`src/rtl/core/htrsq_pkg.sv`:
```
// Shared types, constants and helpers for the head-insert / tail-remove search queue.
// Used by htrsq_front, htrsq_back and the top level; depends on nothing else.
package htrsq_pkg;

  localparam int DEPTH       = 16;
  localparam int PTR_W       = (DEPTH > 1) ? $clog2(DEPTH) : 1;
  localparam int CNT_W       = $clog2(DEPTH + 1);
  localparam int VALUE_W     = 32;
  localparam int ACTION_W    = 2;
  localparam int STATUS_W    = 2;
  localparam int POS_W       = 5;
  localparam int QUEUE_DEPTH = 2;
  localparam int QPTR_W      = 1;
  localparam int QCNT_W      = 2;

  localparam logic [ACTION_W-1:0] ACT_INSERT = 2'd0;
  localparam logic [ACTION_W-1:0] ACT_DELETE = 2'd1;
  localparam logic [ACTION_W-1:0] ACT_SEARCH = 2'd2;

  localparam logic [STATUS_W-1:0] ST_OK        = 2'd0;
  localparam logic [STATUS_W-1:0] ST_EMPTY     = 2'd1;
  localparam logic [STATUS_W-1:0] ST_NOT_FOUND = 2'd2;
  localparam logic [STATUS_W-1:0] ST_FULL      = 2'd3;

  typedef enum logic [1:0] {
    OP_INSERT,
    OP_DELETE,
    OP_SEARCH,
    OP_NOP
  } op_t;

  typedef struct packed {
    op_t                        op;
    logic signed [VALUE_W-1:0]  value;
  } item_t;

  typedef enum logic [1:0] {
    S_IDLE,
    S_DEL,
    S_SCAN,
    S_RESP
  } state_t;

  function automatic op_t classify(input logic [ACTION_W-1:0] action);
    op_t op;
    unique case (action)
      ACT_INSERT: op = OP_INSERT;
      ACT_DELETE: op = OP_DELETE;
      ACT_SEARCH: op = OP_SEARCH;
      default:    op = OP_NOP;
    endcase
    return op;
  endfunction

  // Slot that lies back steps behind the next-insert slot, modulo DEPTH.
  function automatic logic [PTR_W-1:0] slot_behind(input logic [PTR_W-1:0] newest,
                                                   input logic [CNT_W-1:0] back);
    logic [CNT_W:0] sum;
    sum = (CNT_W + 1)'(newest) + (CNT_W + 1)'(DEPTH) - {1'b0, back};
    if (sum >= (CNT_W + 1)'(DEPTH)) begin
      sum = sum - (CNT_W + 1)'(DEPTH);
    end
    return PTR_W'(sum);
  endfunction

endpackage

```
`src/rtl/core/htrsq_front.sv`:
```
// Front end: accepts request words, classifies the action and buffers them
// in a two-entry queue. Depends on htrsq_pkg.
module htrsq_front (
  input  logic                                  clk,
  input  logic                                  rst,
  input  logic                                  req_valid,
  output logic                                  req_stall,
  input  logic [htrsq_pkg::ACTION_W-1:0]        action,
  input  logic signed [htrsq_pkg::VALUE_W-1:0]  value,
  output logic                                  q_valid,
  output htrsq_pkg::item_t                      q_item,
  input  logic                                  q_pop
);

  htrsq_pkg::item_t                  entries [htrsq_pkg::QUEUE_DEPTH];
  logic [htrsq_pkg::QPTR_W-1:0]      wr_ptr;
  logic [htrsq_pkg::QPTR_W-1:0]      rd_ptr;
  logic [htrsq_pkg::QCNT_W-1:0]      fill;
  logic                              push;
  logic                              pop;

  assign req_stall = (fill == htrsq_pkg::QCNT_W'(htrsq_pkg::QUEUE_DEPTH));
  assign push      = req_valid && !req_stall;
  assign q_valid   = (fill != '0);
  assign pop       = q_pop && q_valid;
  assign q_item    = entries[rd_ptr];

  always_ff @(posedge clk) begin
    if (push) begin
      entries[wr_ptr] <= '{op: htrsq_pkg::classify(action), value: value};
    end
  end

  always_ff @(posedge clk) begin
    if (rst) begin
      wr_ptr <= '0;
      rd_ptr <= '0;
      fill   <= '0;
    end else begin
      if (push) begin
        wr_ptr <= wr_ptr + 1'b1;
      end
      if (pop) begin
        rd_ptr <= rd_ptr + 1'b1;
      end
      case ({push, pop})
        2'b10:   fill <= fill + 1'b1;
        2'b01:   fill <= fill - 1'b1;
        default: fill <= fill;
      endcase
    end
  end

endmodule

```
`src/rtl/core/htrsq_back.sv`:
```
// Back end: ring-buffer entry store, insert/delete/search sequencer and the
// result register. Depends on htrsq_pkg.
module htrsq_back (
  input  logic                                  clk,
  input  logic                                  rst,
  input  logic                                  q_valid,
  input  htrsq_pkg::item_t                      q_item,
  output logic                                  q_pop,
  output logic                                  rsp_valid,
  input  logic                                  rsp_stall,
  output logic [htrsq_pkg::STATUS_W-1:0]        status,
  output logic signed [htrsq_pkg::VALUE_W-1:0]  removed_value,
  output logic [htrsq_pkg::POS_W-1:0]           position
);

  logic signed [htrsq_pkg::VALUE_W-1:0] mem [htrsq_pkg::DEPTH];
  logic signed [htrsq_pkg::VALUE_W-1:0] rd_data;
  logic [htrsq_pkg::PTR_W-1:0]          rd_addr;
  logic                                 mem_we;

  htrsq_pkg::state_t                    state, state_next;
  logic [htrsq_pkg::PTR_W-1:0]          newest, newest_next;
  logic [htrsq_pkg::CNT_W-1:0]          count, count_next;
  logic [htrsq_pkg::CNT_W-1:0]          k, k_next;
  logic signed [htrsq_pkg::VALUE_W-1:0] key;
  logic [htrsq_pkg::STATUS_W-1:0]       res_status, res_status_next;
  logic signed [htrsq_pkg::VALUE_W-1:0] res_removed, res_removed_next;
  logic [htrsq_pkg::POS_W-1:0]          res_pos, res_pos_next;
  logic                                 is_full, is_empty, hit, last, out_free;

  assign is_full  = (count == htrsq_pkg::CNT_W'(htrsq_pkg::DEPTH));
  assign is_empty = (count == '0);
  assign hit      = (rd_data == key);
  assign last     = (k == count);
  assign out_free = !rsp_valid || !rsp_stall;

  // Entry store: one write port, one registered read port.
  always_ff @(posedge clk) begin
    if (mem_we) begin
      mem[newest] <= q_item.value;
    end
    rd_data <= mem[rd_addr];
  end

  // Next state.
  always_comb begin
    state_next = state;
    unique case (state)
      htrsq_pkg::S_IDLE: begin
        if (q_valid) begin
          unique case (q_item.op)
            htrsq_pkg::OP_DELETE: state_next = is_empty ? htrsq_pkg::S_RESP : htrsq_pkg::S_DEL;
            htrsq_pkg::OP_SEARCH: state_next = is_empty ? htrsq_pkg::S_RESP : htrsq_pkg::S_SCAN;
            default:              state_next = htrsq_pkg::S_RESP;
          endcase
        end
      end
      htrsq_pkg::S_DEL: state_next = htrsq_pkg::S_RESP;
      htrsq_pkg::S_SCAN: begin
        if (hit || last) begin
          state_next = htrsq_pkg::S_RESP;
        end
      end
      htrsq_pkg::S_RESP: begin
        if (out_free) begin
          state_next = htrsq_pkg::S_IDLE;
        end
      end
      default: state_next = htrsq_pkg::S_IDLE;
    endcase
  end

  // Datapath control.
  always_comb begin
    q_pop            = 1'b0;
    mem_we           = 1'b0;
    rd_addr          = '0;
    newest_next      = newest;
    count_next       = count;
    k_next           = k;
    res_status_next  = res_status;
    res_removed_next = res_removed;
    res_pos_next     = res_pos;
    unique case (state)
      htrsq_pkg::S_IDLE: begin
        rd_addr = htrsq_pkg::slot_behind(newest,
                    (q_item.op == htrsq_pkg::OP_DELETE) ? count : htrsq_pkg::CNT_W'(1));
        if (q_valid) begin
          q_pop            = 1'b1;
          k_next           = htrsq_pkg::CNT_W'(1);
          res_status_next  = htrsq_pkg::ST_OK;
          res_removed_next = '0;
          res_pos_next     = '0;
          unique case (q_item.op)
            htrsq_pkg::OP_INSERT: begin
              if (is_full) begin
                res_status_next = htrsq_pkg::ST_FULL;
              end else begin
                mem_we      = 1'b1;
                newest_next = (newest == htrsq_pkg::PTR_W'(htrsq_pkg::DEPTH - 1)) ?
                              '0 : newest + 1'b1;
                count_next  = count + 1'b1;
              end
            end
            htrsq_pkg::OP_DELETE: begin
              if (is_empty) begin
                res_status_next = htrsq_pkg::ST_EMPTY;
              end
            end
            htrsq_pkg::OP_SEARCH: begin
              if (is_empty) begin
                res_status_next = htrsq_pkg::ST_NOT_FOUND;
              end
            end
            default: ;
          endcase
        end
      end
      htrsq_pkg::S_DEL: begin
        res_removed_next = rd_data;
        count_next       = count - 1'b1;
      end
      htrsq_pkg::S_SCAN: begin
        rd_addr = htrsq_pkg::slot_behind(newest, k + 1'b1);
        if (hit) begin
          res_pos_next = htrsq_pkg::POS_W'(k);
        end else if (last) begin
          res_status_next = htrsq_pkg::ST_NOT_FOUND;
        end else begin
          k_next = k + 1'b1;
        end
      end
      default: ;
    endcase
  end

  always_ff @(posedge clk) begin
    if (rst) begin
      state  <= htrsq_pkg::S_IDLE;
      newest <= '0;
      count  <= '0;
    end else begin
      state  <= state_next;
      newest <= newest_next;
      count  <= count_next;
    end
  end

  always_ff @(posedge clk) begin
    k           <= k_next;
    res_status  <= res_status_next;
    res_removed <= res_removed_next;
    res_pos     <= res_pos_next;
    if (state == htrsq_pkg::S_IDLE && q_valid) begin
      key <= q_item.value;
    end
  end

  // Result register: load when the finished word can leave, drop when taken.
  always_ff @(posedge clk) begin
    if (rst) begin
      rsp_valid <= 1'b0;
    end else if (state == htrsq_pkg::S_RESP && out_free) begin
      rsp_valid <= 1'b1;
    end else if (!rsp_stall) begin
      rsp_valid <= 1'b0;
    end
  end

  always_ff @(posedge clk) begin
    if (state == htrsq_pkg::S_RESP && out_free) begin
      status        <= res_status;
      removed_value <= res_removed;
      position      <= res_pos;
    end
  end

endmodule

```
`src/rtl/core/head_insert_tail_remove_search_queue.sv`:
```
// Top level of the head-insert / tail-remove search queue.
// Instantiates htrsq_front and htrsq_back; depends on htrsq_pkg.
//
// Bounded FIFO list of signed 32-bit values kept in a DEPTH-entry ring buffer
// (DEPTH = 16). Each request word carries an action: insert appends a value at
// the newest end (status full and nothing stored when DEPTH entries are held),
// delete removes and returns the oldest value (status empty when none), search
// returns the 1-based position of the first match counted from the newest
// entry (status not found when none); unused action codes return status ok.
// Every request gives exactly one response word. Request words land in a
// two-entry queue, so the requester keeps going until it fills while the
// sequencer works and while a response waits on rsp_stall. The sequencer's
// entry store has one write port and one registered read port. Insert and
// unused codes go from idle straight to the response state, delete passes
// the delete state, a search scans entries newest first until a hit or the
// last (at most DEPTH); empty-list delete and search go straight to response.
module head_insert_tail_remove_search_queue (
  input  logic                                  clk,
  input  logic                                  rst,
  input  logic                                  req_valid,
  output logic                                  req_stall,
  input  logic [htrsq_pkg::ACTION_W-1:0]        action,
  input  logic signed [htrsq_pkg::VALUE_W-1:0]  value,
  output logic                                  rsp_valid,
  input  logic                                  rsp_stall,
  output logic [htrsq_pkg::STATUS_W-1:0]        status,
  output logic signed [htrsq_pkg::VALUE_W-1:0]  removed_value,
  output logic [htrsq_pkg::POS_W-1:0]           position
);

  // Classified request word passed from front to back.
  logic             q_valid;
  logic             q_pop;
  htrsq_pkg::item_t q_item;

  htrsq_front u_front (
    .clk       (clk),
    .rst       (rst),
    .req_valid (req_valid),
    .req_stall (req_stall),
    .action    (action),
    .value     (value),
    .q_valid   (q_valid),
    .q_item    (q_item),
    .q_pop     (q_pop)
  );

  htrsq_back u_back (
    .clk           (clk),
    .rst           (rst),
    .q_valid       (q_valid),
    .q_item        (q_item),
    .q_pop         (q_pop),
    .rsp_valid     (rsp_valid),
    .rsp_stall     (rsp_stall),
    .status        (status),
    .removed_value (removed_value),
    .position      (position)
  );

endmodule
```
`config.mk`:
```
export PLATFORM = sky130hd
export DESIGN_NAME = head_insert_tail_remove_search_queue
export DESIGN_NICKNAME = d
export VERILOG_FILES = /design/src/rtl/core/htrsq_pkg.sv /design/src/rtl/core/htrsq_front.sv /design/src/rtl/core/htrsq_back.sv /design/src/rtl/core/head_insert_tail_remove_search_queue.sv
export SDC_FILE = /design/constraint.sdc
export NUM_CORES = 1
export LEC_CHECK = 0
export BUFFER_PORTS_ARGS = -buffer_cell sky130_fd_sc_hd__buf_2
export CORE_MARGIN = 1
export CORE_UTILIZATION = 32
export CTS_BUF_LIST = sky130_fd_sc_hd__clkbuf_4 sky130_fd_sc_hd__clkbuf_8
export DETAILED_ROUTE_END_ITERATION = 8
export GPL_TIMING_DRIVEN = 0
export SYNTH_ARGS = -nofsm -noshare
export SYNTH_HDL_FRONTEND = slang
export SYNTH_SLANG_ARGS = --single-unit
```
`constraint.sdc`:
```
create_clock -name clk -period 6.53 [get_ports clk]
set_input_delay 1.306 -clock clk [delete_from_list [all_inputs] [get_ports clk]]
set_output_delay 1.306 -clock clk [all_outputs]
set_load 0.02 [all_outputs]
```
; ---- Word-level counts from Yosys, hierarchy flattened
; Memories as Yosys holds them, arrays and structs flattened. A register that Yosys moved wholly into a read port is not among the register bits.
; Index checks and enable logic that the tools add are counted.
; Widths: inputs -> output; s select.
[word_totals]
ramBits = 580
regBits = 131
memories = 2
output_inout_bits = 41
input_bits = 38
elab_cells = 131
[classes]
n_mux = 50
reduce_logical = 24
n_eq_ne = 24
bitwise_logic = 1
order_cmp = 2
addsub = 13
[memory_table]
columns = memory, words, width, rd, rd_ports_with_merged_regs, write_ports, line
row1 = u_back.mem, 16, 32, 1, 1, 1, htrsq_back.sv:16  ; logic signed [htrsq_pkg::VALUE_W-1:0] mem [htrsq_pkg::DEPTH];
row2 = u_front.entries, 2, 34, 1, 1, 1, htrsq_front.sv:15  ; htrsq_pkg::item_t entries [htrsq_pkg::QUEUE_DEPTH];
[op_table]
columns = op, count
row1 = $pmux 32 s2, 1
row2 = $mux 5, 9
row3 = $eq 32x32->1, 1
row4 = $mux 32, 1
row5 = $pmux 5 s2, 3
row6 = $mux 2, 10
row7 = $mux 1, 16
row8 = $reduce_and 4->1, 4
row9 = $eq 2x2->1 const B, 6
row10 = $ge 6x5->1 const B, 2
row11 = $mux 4, 3
row12 = $ne 2x1->1 const B, 6
row13 = $pmux 2 s2, 3
row14 = $pmux 2 s3, 2
row15 = $sub 6x5->6, 2
row16 = $add 5x1->5 const B, 2
row17 = $eq 2x1->1 const B, 4
row18 = $ne 2x2->1 const B, 4
row19 = $pmux 2 s4, 1
row20 = $pmux 4 s2, 1
row21 = $reduce_bool 2->1, 4
row22 = $sub 4x1->4 const B, 2
row23 = $add 4x5->6 const B, 1
row24 = $logic_not 2->1, 3
row25 = other kinds (15), 23

; ---- Logic depth before layout (Yosys ltp)
; Gate-level depths: netlist (run 1).
[logic_depth]
depth_word = 7
depth_mapped = 17
mapped_depth_nobuf = 13

; ---- Cells and area by module
; From an unflattened synthesis (run 1), not the netlist that was laid out.
[hier_totals]
cells_unflattened = 1891
area_unflattened_um2 = 28821.4
[modules_own_cells]
columns = module, n_inst, area_per_inst_um2, cells_per_inst, seq_area_each_um2
row1 = htrsq_back, 1, 26142.6, 1757, 19708.9
row2 = htrsq_front, 1, 2678.8, 134, 2142.1

; ---- Least setup slack after synthesis (run 1)
; OpenSTA, ideal clock, no wires.
[synth_path]
path_kind = register to register
startpoint = register u_back.state[0]
endpoint = memory u_back.mem[3][0] in the netlist's numbering, enable pin
setup_time_ns = 0.461
stages_incl_launch_ff = 8
n_path_buf = 0
t_required_ns = 6.069
setup_slack_ns = 1.651
synth_period_minus_slack_ns = 4.879
arrival_ns = 4.418
cell_sequence = dfxtp_1 > inv_1 > ha_1 > o21a_1 > nand2_1 > a21oi_2 > nand2_1 > nor3_1
[synth_between]
elab_chain_len = 4
[synth_rtl]
columns = item, line
row1 = start: declaration, htrsq_back.sv:21  ; htrsq_pkg::state_t state, state_next;
row2 = start signal: assignment, htrsq_back.sv:139  ; state <= htrsq_pkg::S_IDLE;
row3 = start signal: assignment, htrsq_back.sv:143  ; state <= state_next;
row4 = $logic_not 2->1, htrsq_back.sv:84  ; unique case (state)
row5 = $mux 1, htrsq_back.sv:84
row6 = $mux 1, htrsq_back.sv:39  ; if (mem_we) begin
row7 = $mux 1 (implied by the code), htrsq_back.sv:40  ; mem[newest] <= q_item.value;
row8 = end: declaration, htrsq_back.sv:16
; Every way passes these cells.

==> summary.md, run 1 <==
| Metric | Value |
|---|---|
| Status | `finished clean` |
| Area taken by multi-input logic gates | `0.00624 mm2` |
| Routed wl met3 | `6.99 mm` |
| Xor/xnor share of the synthesized area | `1.68%` |
| PostCTS Resize Cnt | `0` |
| FF+latch count, synth | `about 740` |
| Nets | `2,200` |
| CTS tree | `built` |
| HP Class | `reg2reg` |
| First-pass DRT Iterations | `5` |
| Period utilization | `89.5%` |
| Final wirelength | `74.8 mm` |
| Tot Pwr | `between 15,000 and 20,000 uW` |
| Mean Syn Cell Area | `~15 um2` |
| DRC Markers | `0` |
| CTS buffer count | `around 120` |
| GR Util All Layers | `between 10% and 20%` |
| Initial drt markers | `1,581` |
| Leakage | `between 0.01 and 0.015 uW` |
| # rows | `109` |
| Mapped Area | `around 0.028 mm2` |
| Die ar. | `between 0.09 and 0.1 mm2` |
| Worst slack, placed | `roughly 0.64 ns` |
| Starting Density | `between 30% and 40%` |
| IO buf count | `75` |
| Synth cell types | `52` |
| Yosys warnings | `0` |
| Setup bufs post-CTS | `0` |
| Wl on met1 | `29.5 mm` |
| GP Congestion | `~0.86` |
| Required time of the critical path | `about 7.1 ns` |
| Synth Area in Simple Gates | `about a tenth` |
| Max cap viols | `0` |
| Area grow syn2layout | `17.8%` |
| Post-cts hold buffer count | `0` |
| Crit path launch type | `flop` |
| CP Max Fanout | `10` |
| Post-synthesis mux area share | `under 10%` |
| Final worst slack | `0.688 ns` |
| Clock Path Buffers | `3` |
| Vias per inst | `around 5` |
| Syn nets | `a little under 2,000` |
| Core ar. | `around 0.09 mm2` |
| Post-Synthesis Cells | `about 1,900` |
| Vias in the first global route | `between 15,000 and 20,000` |
| IO Count | `79` |
| PD cells | `542 mW/mm2` |
| Register area | `0.0219 mm2` |
| Fmax | `around 0.17 GHz` |
| Max rail drop VDD | `roughly 0.32 mV` |
| Path type of the worst setup path | `reg2reg` |
| Worst skew pair latency | `0.75 ns` |
| Fin. max-slew vios | `0` |
| Pin count of the biggest net entering global routing | `33` |
| Worst setup EP type | `flop` |
| Clk slew on worst S/H paths | `about 0.060 ns` |
| Post-synthesis compound-gate area fraction | `6.59%` |
| Die X | `between 300 and 400 um` |
| DP Wirelength | `50.9 mm` |
| Initial antenna violation count | `3` |
| RSZ-0062 raised after global routing | `no` |
| Root buf cell | `clkbuf_8` |
| FILL cells | `a little over 8,000` |
| First-pass GRT wire length | `about 110 mm` |
| Layout cells sized above 1 | `between 10% and 20%` |
| Sequential area share after synthesis | `76.7%` |
| Setup-failing EPs final | `0` |
| Routed wl met2 | `between 30 and 40 mm` |
| Worst Tran Pin Value | `1.34 ns` |
| Overflow after GRT | `0` |
| Final Skew | `0.0440 ns` |
| Largest family of logic cells by synthesized area | `simple AND/OR/NAND/NOR gates` |
| Adder-Cell Fraction of Synth Area | `~1.1%` |
| Number of routed nets with antenna violations | `0` |
| Final worst path period need | `5.84 ns` |
| Via count | `17,300` |
| CP arrival | `approximately 6.4 ns` |
| Wirelength per Cell | `approximately 22 um` |
| Hold Violations, Final | `0` |
| DR top layer | `met4` |
| Relative slew slack | `between 10% and 20%` |
| Clock sink count | `between 700 and 800` |
| Die Y | `~300 um` |
| H-tree levels | `3` |
## cells in the final DEF (no fill, tap or decap), drive strengths merged, types with 3 or more instances in the layout
master,Yosys,layout
a21oi,16,16
dfxtp,49,49
nand2b,8,8
xor2,11,11
a21o,4,4
or2,3,3
clkinv,0,45
o221ai,31,31
ha,21,21
o21ai,36,36
nand4,39,39
inv,11,15
and2,41,41
edfxtp,695,695
mux2i,11,11
nor2,37,37
buf,50,153
nand3,128,128
diode,0,4
nor2b,3,3
mux2,34,34
clkbuf,71,231
a32oi,93,93
clkinvlp,0,5
xnor2,42,42
o22ai,63,63
bufinv,0,8
nor3,9,9
nand2,390,390
## per-stage QoR
stage / hold WS [ns] / instance area (um2) / instances / setup TNS, ns / util (%)
global route: 0.432 / 33500 / 3409 / 0 / 38.0
global placement: 0.404 / 30300 / 3158 / -191.12 / 34.4
finish: 0.410 / 33600 / 3412 / 0 / 38.0
detailed placement: 0.405 / 31000 / 3186 / 0 / 35.1
floorplan: 0.400 / 28500 / 1918 / 0 / -
CTS: 0.400 / 33500 / 3408 / 0 / 38.0
## routing by layer
metal | track usage, % | vias to the layer above
met3 | 3.39 | 139
li1 | - | 7787
met1 | 21.1 | 8553
met5 | 0 | -
met2 | 27.2 | 801
met4 | 6.75 | 0
## cell usage after synthesis (all sizes together)
| library cell | n | area share (%) |
|---|---|---|
| inv | 11 | 0.14 |
| a21boi | 1 | 0.026 |
| a221oi | 1 | 0.053 |
| o21ai | 36 | 0.63 |
| a31o | 1 | 0.031 |
| o22ai | 63 | 1.4 |
| o221ai | 31 | 0.95 |
| a2111oi | 1 | 0.031 |
| nand2 | 390 | 5.1 |
| nand2b | 8 | 0.18 |
| o21a | 1 | 0.026 |
| a22oi | 1 | 0.026 |
| fa | 2 | 0.14 |
| clkbuf | 71 | 0.94 |
| ha | 21 | 0.92 |
| nand4 | 39 | 0.86 |
| mux4 | 1 | 0.079 |
| or3 | 1 | 0.022 |
| a21bo | 1 | 0.035 |
| a211oi | 1 | 0.026 |
| a32oi | 93 | 2.9 |
| mux2i | 11 | 0.39 |
| or2 | 3 | 0.066 |
| dfxtp | 49 | 3.4 |
| nor2 | 37 | 0.50 |
| nor4 | 2 | 0.044 |
| nor2b | 3 | 0.066 |
| o31ai | 2 | 0.053 |
| a21o | 4 | 0.11 |
| a21oi | 16 | 0.29 |
| xnor2 | 42 | 1.3 |
| a221o | 1 | 0.035 |
| or4 | 2 | 0.053 |
| nand3 | 128 | 2.2 |
| edfxtp | 695 | 73 |
| buf | 50 | 0.79 |
| and3 | 1 | 0.022 |
| a31oi | 1 | 0.022 |
| nor3 | 9 | 0.16 |
| and2 | 41 | 0.90 |
| nor3b | 1 | 0.026 |
| mux2 | 34 | 1.3 |
| xor2 | 11 | 0.36 |
## critical path, stage by stage (launching register included)
cell and delay [ns]:
dfxtp_1 0.30, clkbuf_1 0.43, buf_1 0.57, mux2i_1 0.43, ha_1 0.25, nor2b_1 0.27, a21oi_1 0.15, ha_1 0.24
fa_1 0.49, xnor2_2 0.27, buf_2 0.36, buf_1 0.80, o22ai_1 0.16, a32oi_1 0.22, a32oi_1 0.11, o221ai_1 0.59
## final cells by class
| type | count | share of cell area, % |
|---|---|---|
| inverters | 11 | 0.123 |
| multi-input cells | 1042 | 18.6 |
| diodes | 4 | 0.0298 |
| repair buffers | 103 | 2.64 |
| clock inverters | 62 | 1.62 |
| clock buffers | 160 | 6.08 |
| plain buffers | 121 | 1.46 |
| well taps | 1165 | 4.34 |
| flip-flops and latches | 744 | 65.1 |
## final timing paths
check / from / endpoint / slack, ns / cells after the start
max: flop / u_back.rd_data[0] / 0.69 / 15
min: u_back.res_removed[8] / u_back.removed_value[8] / 0.41 / 0
max reg2reg: flop / u_back.rd_data[0] / 0.69 / 15
min reg2reg: u_back.res_removed[8] / u_back.removed_value[8] / 0.41 / 0
## flip-flops by register name, summed over array words and instances (netlist names), 2 cells and up, named ones only
signal                count
u_front.fill              2
u_back.key               32
u_front.entries          68
u_back.count              5
u_back.k                  5
u_back.res_pos            5
u_back.status             2
u_back.position           5
u_back.rd_data           32
u_back.newest             4
u_back.removed_value     32
u_back.res_removed       32
u_back.res_status         2
u_back.state              2
u_back.mem              512
## where the power goes
group          internal (uW)  switching [uW]  total [uW]  leakage (uW)
clock                   2360            1870        4240       0.00136
combinational           2110            5420        7530       0.00303
sequential              6150             272        6420       0.00673
## logic make-up (layout without fill, tap and decap cells)
kind of cell             count (synthesis)  after routing
adder cells (fa/ha/maj)                 23             23
other                                    0              4
XOR/XNOR                                53             53
multiplexers                            46             46
flip-flops                             744            744
AO/OA/AOI/OAI                          255            255
buffers and inverters                  132            457
AND/OR/NAND/NOR                        665            665
Power figures use the tool's default switching activity.
==> run 2: changes to the inputs <==
--- a/config.mk
+++ b/config.mk
@@ -11,6 +11,7 @@
 export CTS_BUF_LIST = sky130_fd_sc_hd__clkbuf_4 sky130_fd_sc_hd__clkbuf_8
 export DETAILED_ROUTE_END_ITERATION = 8
 export GPL_TIMING_DRIVEN = 0
+export RECOVER_POWER = 100
 export SYNTH_ARGS = -nofsm -noshare
 export SYNTH_HDL_FRONTEND = slang
 export SYNTH_SLANG_ARGS = --single-unit
==> run 2 against run 1 <==
The flow now finishes with violations (capacitance limit, slew limit). Final cell count is essentially flat. Maximum frequency shrank 3.0%. Non-clock buffer count is the same. Flip-flop and latch count is the same. Wire length grew 0.18%. Combinational power shrank 0.9%. Clock skew grew 0.00074 ns. Core utilization shrank 0.58 points.
==> summary.md, run 2 (synthesized netlist as in run 1, its figures left out) <==
| Metric | Value |
|---|---|
| Status | `finished with violations (was finished clean)` |
| Failing checks | `capacitance limit, slew limit` |
| Core ar. | `0.0882 mm2 (unchanged)` |
| Via count | `17,300 (about the same)` |
| Root buf cell | `clkbuf_8 (unchanged)` |
| Max rail drop VDD | `0.314 mV (was 0.318 mV)` |
| GP Congestion | `0.862 (unchanged)` |
| Max reg flops | `512 (unchanged)` |
| Max cap viols | `11 (was 0)` |
| Worst Tran Pin Value | `2.59 ns (was 1.34 ns)` |
| Wirelength per Cell | `22.0 um (was 21.9 um)` |
| Clock Path Buffers | `3 (unchanged)` |
| Fin. max-slew vios | `201 (was 0)` |
| DP Wirelength | `50.9 mm (unchanged)` |
| Final wirelength | `74.9 mm (was 74.8 mm)` |
| Initial antenna violation count | `2 (was 3)` |
| Largest registers | `u_back.mem x512, u_front.entries x68 (unchanged)` |
| Clock sink count | `744 (unchanged)` |
| Final Skew | `0.0448 ns (was 0.0440 ns)` |
| Most flops, register | `u_back.mem (unchanged)` |
| Setup-failing EPs final | `0 (unchanged)` |
| Worst stage delay on the critical path | `0.82 ns (was 0.80 ns)` |
| Relative slew slack | `-72.5% (was 10.0%)` |
| IO Count | `79 (unchanged)` |
| Worst setup EP type | `flop (unchanged)` |
| Top delay family on crit path | `buffers and inverters (unchanged)` |
| Crit path max-delay cell type | `clkbuf_1 (was buf_1)` |
| DP Area | `0.0310 mm2 (unchanged)` |
| PD cells | `549 mW/mm2 (was 542 mW/mm2)` |
| Worst skew pair latency | `0.75 ns (about the same)` |
| CP arrival | `6.59 ns (was 6.40 ns)` |
| Post-route cell area | `0.0330 mm2 (was 0.0336 mm2)` |
| Commonest non-fill, non-tap cells in the layout | `695 x edfxtp_1, 389 x nand2_1, 149 x clkbuf_1, 134 x clkbuf_8, 128 x nand3_1 (was 695 x edfxtp_1, 389 x nand2_1, 134 x clkbuf_8, 128 x nand3_1, 104 x buf_2)` |
| FILL cells | `8,241 (was 8,155)` |
| # rows | `109 (unchanged)` |
| Number of routed nets with antenna violations | `0 (unchanged)` |
| Path type of the worst setup path | `reg2reg (unchanged)` |
| DRC Markers | `0 (unchanged)` |
| Vias in the first global route | `17,400 (unchanged)` |
| Most common cell after layout, fill and taps aside | `edfxtp_1 (unchanged)` |
| Die X | `300 um (unchanged)` |
| H-tree levels | `3 (unchanged)` |
| Die Y | `300 um (unchanged)` |
| First-pass DRT Iterations | `6 (was 5)` |
| Fmax | `0.166 GHz (was 0.171 GHz)` |
| CTS buffer count | `116 (unchanged)` |
| Setup_tns | `0 ns (unchanged)` |
| R2R setup slack | `0.51 ns (was 0.69 ns)` |
| First-pass GRT wire length | `110 mm (unchanged)` |
| Die ar. | `0.0902 mm2 (unchanged)` |
| Vias per inst | `5.06 (about the same)` |
| Crit path launch type | `flop (unchanged)` |
| Area grow syn2layout | `16.0% (was 17.8%)` |
| Hold Violations, Final | `0 (unchanged)` |
| IO buf count | `75 (unchanged)` |
| Final worst path period need | `6.02 ns (was 5.84 ns)` |
| Critical path buffers and inverters | `4 (unchanged)` |
| Clk slew on worst S/H paths | `0.06 ns (about the same)` |
| Leakage | `0.0108 uW (was 0.0111 uW)` |
| CTS tree | `built (unchanged)` |
| Starting Density | `32.3% (unchanged)` |
| Setup bufs post-CTS | `0 (unchanged)` |
| Nets | `2,200 (unchanged)` |
| Required time of the critical path | `7.10 ns (was 7.09 ns)` |
| Overflow after GRT | `0 (unchanged)` |
| PostCTS Resize Cnt | `0 (unchanged)` |
| Util after Layout | `37.5% (was 38.0%)` |
| CP most frequent cell | `clkbuf_1` |
| Period utilization | `92.2% (was 89.5%)` |
| CP Max Fanout | `10 (unchanged)` |
| GR Util All Layers | `16.5% (unchanged)` |
| Crit-path cells | `clkbuf_1, clkbuf_1, mux2i_1, ha_1, nor2b_1, a21oi_1, ha_1, fa_1, xor2_1, clkbuf_1, clkbuf_1, nand2_1, nand3_1, nand4_1, o221ai_1 (was clkbuf_1, buf_1, mux2i_1, ha_1, nor2b_1, a21oi_1, ha_1, fa_1, xnor2_2, buf_2, buf_1, o22ai_1, a32oi_1, a32oi_1, o221ai_1)` |
| Layout cells sized above 1 | `12.1% (was 17.9%)` |
| Initial drt markers | `1,574 (was 1,581)` |
| HP Class | `reg2reg (unchanged)` |
| RSZ-0062 raised after global routing | `no (unchanged)` |
| Pin count of the biggest net entering global routing | `33 (unchanged)` |
| Post-cts hold buffer count | `0 (unchanged)` |
## run 2: worst paths after layout
| check | startpoint | endpoint | cells after the start |
|---|---|---|---|
| worst min-delay path | u_back.res_removed[8] | u_back.removed_value[8] | 0 |
| worst max-delay path | flop | u_back.rd_data[7] | 15 |
| worst min register to register | u_back.res_removed[8] | u_back.removed_value[8] | 0 |
| worst max register to register | flop | u_back.rd_data[7] | 15 |
## run 2: layout make-up
| type | instances | area [um2] | share of cell area [%] |
|---|---|---|---|
| Timing Repair Buffer | 103 | 526 | 1.59 |
| Antenna cell | 3 | 7.51 | 0.0227 |
| Tap cell | 1165 | 1460 | 4.41 |
| Multi-Input combinational cell | 1042 | 6090 | 18.4 |
| Inverter | 11 | 41.3 | 0.125 |
| Clock inverter | 62 | 544 | 1.65 |
| Buffer | 121 | 490 | 1.48 |
| Sequential cell | 744 | 21900 | 66.1 |
| Clock buffer | 160 | 2040 | 6.17 |
## run 2: layer usage
layer  global-route usage [%]  routed length (um)  vias to the layer above
met4                     6.75                2400                        0
met2                     27.2               35900                      827
met5                        0                   0                        -
met3                     3.39                7020                      140
li1                         -                   -                     7776
met1                     21.1               29600                     8526
## run 2: report_power, final
group          internal, uW  switching [uW]
clock network          2360            1870
logic                  2040            5420
registers              6170             269
## run 2: per-stage QoR
step	hold WS, ns	cells	power [uW]	setup slack, ns
2_1_floorplan	0.400	1918	10900	1.65
3_3_place_gp	0.404	3158	13800	-1.82
3_5_place_dp	0.405	3186	14000	0.641
4_1_cts	0.400	3408	18200	0.620
5_1_grt	0.432	3409	19000	0.182
6_report	0.401	3411	18100	0.509
==> run 3: changes to the inputs <==
--- a/config.mk
+++ b/config.mk
@@ -5,10 +5,12 @@
 export SDC_FILE = /design/constraint.sdc
 export NUM_CORES = 1
 export LEC_CHECK = 0
+export ABC_AREA = 1
 export BUFFER_PORTS_ARGS = -buffer_cell sky130_fd_sc_hd__buf_2
 export CORE_MARGIN = 1
 export CORE_UTILIZATION = 32
 export CTS_BUF_LIST = sky130_fd_sc_hd__clkbuf_4 sky130_fd_sc_hd__clkbuf_8
+export CTS_CLUSTER_SIZE = 20
 export DETAILED_ROUTE_END_ITERATION = 8
 export GPL_TIMING_DRIVEN = 0
 export RECOVER_POWER = 100
==> run 3 against run 2 <==
The flow still finishes with violations (capacitance limit, slew limit). Global-route usage is 1.5 points lower. Critical path depth is 6 higher. Flip-flop and latch count stayed put. Non-clock buffer count is 3 lower. Highest routed layer is now met5. Hold slack better by 0.016 ns. First-iteration DRC count is 11% lower. Clock skew is 0.0033 ns higher. Die area is 3.3% higher. Final cell count is 10% higher. Core utilization is 0.35 points lower. Register-to-register slack better by 0.40 ns. Via count is 2.2% higher.
==> summary.md, run 3 <==
| Metric | Value |
|---|---|
| Status | `finished with violations (unchanged)` |
| Failing checks | `capacitance limit, slew limit (unchanged)` |
| First-pass DRT Iterations | `5 (was 6)` |
| Primary FF master, synth | `edfxtp_1 (unchanged)` |
| IO buf count | `76 (was 75)` |
| GR Util All Layers | `15.0% (was 16.5%)` |
| HP Class | `reg2reg (unchanged)` |
| Initial antenna violation count | `5 (was 2)` |
| Worst setup EP type | `flop (unchanged)` |
| Fmax | `0.178 GHz (was 0.166 GHz)` |
| Worst skew pair latency | `0.74 ns (was 0.75 ns)` |
| Final worst path period need | `5.62 ns (was 6.02 ns)` |
| Crit-path cells | `clkbuf_1, clkbuf_1, o21ai_0, inv_1, ha_1, inv_1, nor2_1, nand2_1, nand2_1, inv_1, ha_1, fa_1, nor2_4, clkbuf_1, clkbuf_1, o21ai_0, o22ai_1, nand3_1, nand2_1, nand3_1, nand2_1 (was clkbuf_1, clkbuf_1, mux2i_1, ha_1, nor2b_1, a21oi_1, ha_1, fa_1, xor2_1, clkbuf_1, clkbuf_1, nand2_1, nand3_1, nand4_1, o221ai_1)` |
| Post-Synthesis Cells | `2,269 (was 1,918)` |
| Util after Layout | `37.1% (was 37.5%)` |
| Wirelength per Cell | `18.7 um (was 22.0 um)` |
| Starting Density | `32.5% (was 32.3%)` |
| FILL cells | `8,673 (was 8,241)` |
| Vias per inst | `4.70 (was 5.06)` |
| Most common cell after layout, fill and taps aside | `edfxtp_1 (unchanged)` |
| Clock sink count | `744 (unchanged)` |
| Mapped Area | `0.0294 mm2 (was 0.0285 mm2)` |
| Ys async rst share | `0% (unchanged)` |
| GP Congestion | `0.819 (was 0.862)` |
| Top delay family on crit path | `buffers and inverters (unchanged)` |
| Nets | `2,546 (was 2,200)` |
| DP Wirelength | `48.0 mm (was 50.9 mm)` |
| Final Skew | `0.0480 ns (was 0.0448 ns)` |
| Largest registers | `u_back.mem x512, u_front.entries x68 (unchanged)` |
| PostCTS Resize Cnt | `0 (unchanged)` |
| Area grow syn2layout | `14.2% (was 16.0%)` |
| DRC Markers | `0 (unchanged)` |
| Die Y | `305 um (was 300 um)` |
| Clock Path Buffers | `3 (unchanged)` |
| Wl on met1 | `30.3 mm (was 29.6 mm)` |
| Root buf cell | `clkbuf_8 (unchanged)` |
| Post-synthesis compound-gate area fraction | `7.49% (was 6.59%)` |
| Mean Syn Cell Area | `13.0 um2 (was 14.9 um2)` |
| Pin count of the biggest net entering global routing | `32 (was 33)` |
| Largest family of logic cells by synthesized area | `simple AND/OR/NAND/NOR gates (unchanged)` |
| # rows | `110 (was 109)` |
| CP arrival | `6.30 ns (was 6.59 ns)` |
| Max reg flops | `512 (unchanged)` |
| Hold Violations, Final | `0 (unchanged)` |
| Final wirelength | `70.0 mm (was 74.9 mm)` |
| Sequential area share after synthesis | `74.3% (was 76.7%)` |
| H-tree levels | `3 (unchanged)` |
| Worst Tran Pin Value | `1.87 ns (was 2.59 ns)` |
| Routed wl met3 | `5.34 mm (was 7.02 mm)` |
| Critical path buffers and inverters | `7 (was 4)` |
| Count leader, synth | `edfxtp_1 (unchanged)` |
| Clk slew on worst S/H paths | `0.06 ns (about the same)` |
| Yosys warnings | `0 (unchanged)` |
| Die X | `305 um (was 300 um)` |
| CTS buffer count | `116 (unchanged)` |
| Via count | `17,600 (was 17,300)` |
| Post-cts hold buffer count | `0 (unchanged)` |
| CTS tree | `built (unchanged)` |
| Routed wl met2 | `33.2 mm (was 35.9 mm)` |
| Post-synth top area share | `70.9% (was 73.3%)` |
| IO Count | `79 (unchanged)` |
| Commonest non-fill, non-tap cells in the layout | `695 x edfxtp_1, 309 x nand2_1, 270 x nor2_1, 205 x o21ai_0, 133 x clkbuf_1 (was 695 x edfxtp_1, 389 x nand2_1, 149 x clkbuf_1, 134 x clkbuf_8, 128 x nand3_1)` |
| Synth cell types | `32 (was 52)` |
| Cell taking the most area after synthesis | `edfxtp_1 (unchanged)` |
| Initial drt markers | `1,405 (was 1,574)` |
| Relative slew slack | `-24.4% (was -72.5%)` |
| Worst stage delay on the critical path | `0.77 ns (was 0.82 ns)` |
| Path type of the worst setup path | `reg2reg (unchanged)` |
| Required time of the critical path | `7.20 ns (was 7.10 ns)` |
| Core ar. | `0.0906 mm2 (was 0.0882 mm2)` |
| Die ar. | `0.0932 mm2 (was 0.0902 mm2)` |
| Number of routed nets with antenna violations | `0 (unchanged)` |
| Post-synthesis mux area share | `1.22% (was 1.81%)` |
| Period utilization | `86.1% (was 92.2%)` |
| Most flops, register | `u_back.mem (unchanged)` |
| Vias in the first global route | `17,600 (was 17,400)` |
| Xor/xnor share of the synthesized area | `1.16% (was 1.68%)` |
| Fin. max-slew vios | `349 (was 201)` |
| Crit path launch type | `flop (unchanged)` |
| Syn nets | `2,330 (was 1,979)` |
| Top cells by instance count after synthesis | `695 x edfxtp_1, 309 x nand2_1, 268 x nor2_1, 197 x o21ai_0, 116 x inv_1 (was 695 x edfxtp_1, 389 x nand2_1, 128 x nand3_1, 93 x a32oi_1, 71 x clkbuf_1)` |
| Layout cells sized above 1 | `13.2% (was 12.1%)` |
| FF+latch count, synth | `744 (unchanged)` |
| RSZ-0062 raised after global routing | `no (unchanged)` |
| Post-synth EDFFs | `695 (unchanged)` |
| Adder-Cell Fraction of Synth Area | `1.03% (was 1.06%)` |
| DR top layer | `met5 (was met4)` |
| Overflow after GRT | `0 (unchanged)` |
| First-pass GRT wire length | `106 mm (was 110 mm)` |
| Crit path max-delay cell type | `clkbuf_1 (unchanged)` |
| Main area contributors after synthesis | `edfxtp_1 71%, nand2_1 3.9%, nor2_1 3.4% (was edfxtp_1 73%, nand2_1 5.1%, dfxtp_1 3.4%)` |
| Max cap viols | `13 (was 11)` |
| CP Max Fanout | `10 (unchanged)` |
| Synth Area in Simple Gates | `11.4% (was 10.3%)` |
| Setup bufs post-CTS | `0 (unchanged)` |
| Setup-failing EPs final | `0 (unchanged)` |
[run 3: cell families (layout without fill, tap and decap cells)]
kind of cell    after synthesis  after routing
simple gates                791            791
flops                       744            744
compound gates              399            399
buf+inv                     242            547
xor+xnor                     38             38
mux                          32             32
fa+ha+maj                    23             23
other cells                   0              1
[run 3: worst reg2reg max path, cell delays in order (launching register included)]
cell and delay [ns]:
dfxtp_1 0.31, clkbuf_1 0.77, clkbuf_1 0.47, o21ai_0 0.29, inv_1 0.13, ha_1 0.17
inv_1 0.06, nor2_1 0.21, nand2_1 0.08, nand2_1 0.10, inv_1 0.06, ha_1 0.20
fa_1 0.50, nor2_4 0.25, clkbuf_1 0.67, clkbuf_1 0.46, o21ai_0 0.20, o22ai_1 0.15
nand3_1 0.08, nand2_1 0.14, nand3_1 0.14, nand2_1 0.16
[run 3: layout make-up]
cell class | instances | area (um2) | area share [%]
flip-flops and latches | 744 | 21900 | 65.0
multi-input cells | 1283 | 6550 | 19.5
clock buffers | 172 | 2090 | 6.21
well taps | 1176 | 1470 | 4.38
plain buffers | 123 | 559 | 1.66
inverters | 119 | 449 | 1.34
repair buffers | 98 | 394 | 1.17
clock inverters | 35 | 240 | 0.715
diodes | 1 | 2.50 | 0.00745
[run 3: per-stage QoR]
step                      hold slack (ns)  setup slack, ns  std cells  TNS [ns]  instance area, um2
after floorplan                     0.400            0.883       2269         0               29400
after CTS                           0.419            0.986       3750         0               34200
after global routing                0.425            0.320       3751         0               33600
after global placement              0.404            -1.83       3521   -385.58               31300
final                               0.417            0.907       3751         0               33600
after detailed placement            0.405            0.985       3543         0               31900
[run 3: path summary, 6_finish.rpt]
| path | cells past startpoint | start | end | slack, ns |
|---|---|---|---|---|
| min | 0 | u_back.res_removed[17] | u_back.removed_value[17] | 0.42 |
| min reg2reg | 0 | u_back.res_removed[17] | u_back.removed_value[17] | 0.42 |
| max reg2reg | 21 | flop | u_back.rd_data[20] | 0.91 |
| max | 21 | flop | u_back.rd_data[20] | 0.91 |
[run 3: layer usage]
layer | vias to the layer above | GRT usage, %
met5 | - | 0
met4 | 8 | 4.53
met3 | 85 | 3.15
met2 | 583 | 24.6
met1 | 8451 | 19.8
li1 | 8515 | -
Power of run 3 is left out: the tool's default activity adds up to more than one toggle a clock period on the data nets, which glitch-free logic cannot reach.
